[src/chev_pkg.sv]
package chev_pkg;

   // Hermite terms, in the order the values arrive on the input
   localparam int TERM_COUNT = 4;
   localparam int START_POINT_IDX = 0;
   localparam int END_POINT_IDX = 1;
   localparam int START_TANGENT_IDX = 2;
   localparam int END_TANGENT_IDX = 3;

   // two weighted sums per item
   localparam int SUM_COUNT = 2;
   localparam int POSITION_SEL = 0;
   localparam int SLOPE_SEL = 1;

endpackage

[src/chev_basis.sv]
module chev_basis #(
   parameter int COORD_WIDTH = 32,
   parameter int FRAC_BITS = 16
) (
   input  logic clock,
   input  logic reset,
   input  logic in_valid,
   output logic in_ready,
   input  logic [FRAC_BITS:0] in_param,
   input  logic [chev_pkg::TERM_COUNT-1:0][COORD_WIDTH-1:0] in_value,
   output logic out_valid,
   input  logic out_ready,
   output logic [chev_pkg::SUM_COUNT-1:0][chev_pkg::TERM_COUNT-1:0][FRAC_BITS+3:0] out_weight,
   output logic [chev_pkg::TERM_COUNT-1:0][COORD_WIDTH-1:0] out_value
);
   import chev_pkg::*;

   localparam int PW = FRAC_BITS + 1;
   localparam int WW = FRAC_BITS + 4;
   localparam int SQW = 2 * PW;
   localparam int STAGES = 4;
   localparam logic [PW-1:0] UNIT = {1'b1, {FRAC_BITS{1'b0}}};
   localparam logic [SQW-1:0] HALF = SQW'(1) << (FRAC_BITS - 1);

   logic [STAGES-1:0] valid_ff;
   logic [STAGES-1:0] ready;

   // stage 1: clamp parameter
   logic [PW-1:0] p1_ff, p1_in;
   logic [TERM_COUNT-1:0][COORD_WIDTH-1:0] v1_ff;
   // stage 2: t^2
   logic [PW-1:0] p2_ff, t2_2_ff, t2_2_in;
   logic [TERM_COUNT-1:0][COORD_WIDTH-1:0] v2_ff;
   logic [SQW-1:0] sq;
   // stage 3: t^3
   logic [PW-1:0] p3_ff, t2_3_ff, t3_3_ff, t3_3_in;
   logic [TERM_COUNT-1:0][COORD_WIDTH-1:0] v3_ff;
   logic [SQW-1:0] cu;
   // stage 4: basis weights and derivatives
   logic [SUM_COUNT-1:0][TERM_COUNT-1:0][WW-1:0] w4_ff, w4_in;
   logic [TERM_COUNT-1:0][COORD_WIDTH-1:0] v4_ff;
   logic signed [WW-1:0] ps, t2s, t3s, us;

   always_comb begin
      ready[STAGES-1] = !valid_ff[STAGES-1] || out_ready;
      for (int i = STAGES - 2; i >= 0; i--) begin
         ready[i] = !valid_ff[i] || ready[i+1];
      end
   end

   assign in_ready = ready[0];
   assign out_valid = valid_ff[STAGES-1];
   assign out_weight = w4_ff;
   assign out_value = v4_ff;

   always_comb begin
      p1_in = (in_param > UNIT) ? UNIT : in_param;
      sq = p1_ff * p1_ff;
      t2_2_in = PW'((sq + HALF) >> FRAC_BITS);
      cu = t2_2_ff * p2_ff;
      t3_3_in = PW'((cu + HALF) >> FRAC_BITS);

      ps = $signed(WW'(p3_ff));
      t2s = $signed(WW'(t2_3_ff));
      t3s = $signed(WW'(t3_3_ff));
      us = $signed(WW'(UNIT));

      w4_in[POSITION_SEL][START_POINT_IDX] = WW'(2 * t3s - 3 * t2s + us);
      w4_in[POSITION_SEL][END_POINT_IDX] = WW'(3 * t2s - 2 * t3s);
      w4_in[POSITION_SEL][START_TANGENT_IDX] = WW'(t3s - 2 * t2s + ps);
      w4_in[POSITION_SEL][END_TANGENT_IDX] = WW'(t3s - t2s);
      w4_in[SLOPE_SEL][START_POINT_IDX] = WW'(6 * t2s - 6 * ps);
      w4_in[SLOPE_SEL][END_POINT_IDX] = WW'(6 * ps - 6 * t2s);
      w4_in[SLOPE_SEL][START_TANGENT_IDX] = WW'(3 * t2s - 4 * ps + us);
      w4_in[SLOPE_SEL][END_TANGENT_IDX] = WW'(3 * t2s - 2 * ps);
   end

   always_ff @(posedge clock) begin
      if (reset) begin
         valid_ff <= '0;
      end else begin
         if (ready[0]) begin
            valid_ff[0] <= in_valid;
         end
         for (int i = 1; i < STAGES; i++) begin
            if (ready[i]) begin
               valid_ff[i] <= valid_ff[i-1];
            end
         end
      end
   end

   always_ff @(posedge clock) begin
      if (ready[0]) begin
         p1_ff <= p1_in;
         v1_ff <= in_value;
      end
      if (ready[1]) begin
         p2_ff <= p1_ff;
         t2_2_ff <= t2_2_in;
         v2_ff <= v1_ff;
      end
      if (ready[2]) begin
         p3_ff <= p2_ff;
         t2_3_ff <= t2_2_ff;
         t3_3_ff <= t3_3_in;
         v3_ff <= v2_ff;
      end
      if (ready[3]) begin
         w4_ff <= w4_in;
         v4_ff <= v3_ff;
      end
   end

endmodule

[config.mk]
export PLATFORM = sky130hd
export DESIGN_NAME = chev_basis
export DESIGN_NICKNAME = d
export VERILOG_FILES = /design/src/chev_pkg.sv /design/src/chev_basis.sv
export SDC_FILE = /design/constraint.sdc
export NUM_CORES = 2
export LEC_CHECK = 0
export BUFFER_PORTS_ARGS = -buffer_cell sky130_fd_sc_hd__buf_2
export CAP_MARGIN = 15
export CELL_PAD_IN_SITES_DETAIL_PLACEMENT = 1
export CELL_PAD_IN_SITES_GLOBAL_PLACEMENT = 2
export CORE_ASPECT_RATIO = 1.2
export CORE_MARGIN = 2
export CORE_UTILIZATION = 35
export CTS_CLUSTER_SIZE = 14
export DETAILED_ROUTE_END_ITERATION = 10
export PLACE_DENSITY_LB_ADDON = 0.1
export REMOVE_ABC_BUFFERS = 1
export SYNTH_ARGS = -nofsm -noshare
export SYNTH_HDL_FRONTEND = slang
export SYNTH_SLANG_ARGS = --single-unit
[constraint.sdc]
create_clock -name clock -period 9.9 [get_ports clock]
set_input_delay 1.98 -clock clock [delete_from_list [all_inputs] [get_ports clock]]
set_output_delay 1.98 -clock clock [all_outputs]
set_load 0.01 [all_outputs]
==> flow_summary.yaml <==
place:
  port_buffers: 436
  place.gp.congestion: 0.810
  placedCellCount: 6104
  place_hpwl_um: 98500
timing:
  slew_headroom: 0.293
  finalCriticalPeriod_ps: 7060
  min_period_over_period: 0.713
  max_freq_ghz: 0.142
  setup_tns_ps: 0
  slew_viol_final: 0
  rsz0062_at_grt: "false"
  setup_viol: 0
  skew_ps: 49.3
  tightest_slew_ps: 1060
  hold_violations: 0
final_layout:
  drive_above_1_share: 0.144
  area.growth.synth_to_final_pct: 14.3
  stdcell_count: 6255
  final_net_count: 5385
cts:
  post-cts-setup-buffers: 0
  cts_tree: "yes"
  cts_inserted_buffers: 82
  holdBufCountCts: 0
  cts_root_buf: "clkbuf_16"
  cts_resized: 0
  clockBufferDepth: 3
  cts_sinks: 770
  cts-htree-levels: 3
  clk_pin_slew_ps: 60
  clk_latency_ps: 710
critical_path:
  r2r_cells: 20
  crit_chain: "nand2_1 > fa_1 > fa_1 > fa_1 > fa_1 > inv_1 > fa_1 > inv_1 > fa_1 > inv_1 > ha_1 > a21oi_1 > o21ai_0 > a21oi_1 > a31oi_1 > o211ai_1 > nand3_1 > a31o_2 > a21oi_1 > xnor2_1"
  critPathCaptureType: "flop"
  cpMaxStageDelayCell: "edfxtp_1"
  ff2ff_setup_slack_ps: 2840
  cp.buffers_inverters: 3
  path_class: "flop to flop"
  critPathLaunchType: "flop"
  critPathTopFamily: "adder cells"
  critPathMaxStageDelay_ps: 1020
  r2r_start: "p2_ff[2]"
  crit_top_cell: "fa_1"
  cp_max_fo: 18
  worstPathRequired_ps: 10330
  r2r-end: "t3_3_ff[13]"
  cp.arrival_ps: 7490
logic_synthesis:
  syn_inst: 3891
  ys_seq_elements: 770
  synth_area_leaders: "edfxtp_1 47%, fa_1 17%, ha_1 11%"
  synth_ff_type: "edfxtp_1"
  syn_area_mm2: 0.0491
  yosysSeqAreaShare: 0.471
  synth_commonest_cells: "766 x edfxtp_1, 690 x inv_1, 446 x ha_1"
  yosysMostFrequentCell: "edfxtp_1"
  synth_edf_count: 766
  post-synth-top-area-fraction: 0.469
  syn_avg_cell_area_um2: 12.6
  yosys.area.top_type: "edfxtp_1"
  yosysWarnings: 0
  yosysUniqueCellTypes: 79
  async_flop_share: 0
worst_hold_path:
  holdPathEnd: "v2_ff[41]"
  hold_path.class: "flop to flop"
  hold_depth: 0
  hp-start: "v1_ff[41]"
route:
  drt-total-wl_um: 127000
  drt_iter0_markers: 1080
  vias_per_cell: 4.69
  drc: 0
  vias: 29300
  routedWlPerCell_um: 20.3
  firstDrtPassIters: 5
  drtAntennaViolNets: 0
global_routing:
  grt_max_degree: 150
  grt_overflow: 0
  first_global_vias: 32800
  antenna_found_initial: 19
  grt_util_all_layers: 0.179
  grt_pass1_wl_um: 196000
die:
  ioPinCount: 439
  core_area_mm2: 0.139
  die_w_um: 346
  rows: 150
  start_util: 0.352
  die_area_mm2: 0.143
  chipHeight_um: 414
status:
  status: "finished clean"
job:
  cap_violations: 0
[worst max path at each step]
stage | endpoint | slack, ps | cells after the start | startpoint
2_1_floorplan | out_value[0] | 1800 | 2 | out_ready
3_3_place_gp | t3_3_ff[15] | 2790 | 21 | p2_ff[2]
3_5_place_dp | t3_3_ff[15] | 2750 | 21 | p2_ff[2]
4_1_cts | t3_3_ff[15] | 2710 | 21 | p2_ff[2]
5_1_grt | t3_3_ff[15] | 2420 | 21 | p2_ff[2]
6_report | t3_3_ff[13] | 2840 | 20 | p2_ff[2]
[layer usage]
| metal | track usage | vias up | routed length [um] |
|---|---|---|---|
| li1 | - | 13900 | - |
| met1 | 0.213 | 14800 | 52400 |
| met2 | 0.336 | 437 | 67400 |
| met3 | 0.0222 | 173 | 3730 |
| met4 | 0.0537 | 2 | 3460 |
| met5 | 0 | - | 13 |
[placed cells by master (no fill, tap or decap), types with 22 or more instances in the layout]
master / count
inv_1: 688
and2_1: 214
edfxtp_1: 766
nor2b_1: 51
o21ai_1: 22
clkbuf_16: 83
ha_1: 446
buf_4: 22
xor2_1: 47
o21ai_0: 63
a21o_1: 60
buf_2: 436
fa_1: 426
xnor2_1: 155
a21oi_1: 107
and3_1: 22
nand2_1: 278
nor2_1: 145
nor3_1: 41
nand3_1: 27
[logic make-up after synthesis]
family / count (synthesis) / share of synthesized area
fa+ha+maj: 872 / 0.288
simple gates: 859 / 0.0871
flops: 770 / 0.471
buf+inv: 762 / 0.0589
compound gates: 421 / 0.0589
xor+xnor: 202 / 0.0361
mux: 4 / 0.000842
other cells: 1 / 0.0000764
[sequential cells by signal (all words and copies together) (netlist names)]
register,count
out_value,128
out_weight,152
p1_ff,17
p2_ff,17
p3_ff,17
t2_2_ff,17
t2_3_ff,17
t3_3_ff,17
v1_ff,128
v2_ff,128
v3_ff,128
valid_ff,4
[area by class of cell]
type / instances / area, um^2
repair buffers: 460 / 2390
clock inverters: 53 / 503
clock buffers: 96 / 2130
fillers: 14900 / 83200
well taps: 1824 / 2280
flip-flops and latches: 770 / 23100
diodes: 2 / 5.00
multi-input cells: 2360 / 23100
inverters: 690 / 2600
[metrics by stage]
stage / hold WS, ps / setup WS, ps / util / cell area, um^2
floorplan: 400 / 1800 / - / 48800
global placement: 400 / 2790 / 0.384 / 53500
detailed placement: 405 / 2750 / 0.384 / 53500
CTS: 404 / 2710 / 0.403 / 56100
global route: 413 / 2420 / 0.403 / 56100
finish: 398 / 2840 / 0.403 / 56100
Power is not shown: default switching activity piles up to over one toggle a cycle in this logic, so the estimate is an artifact.
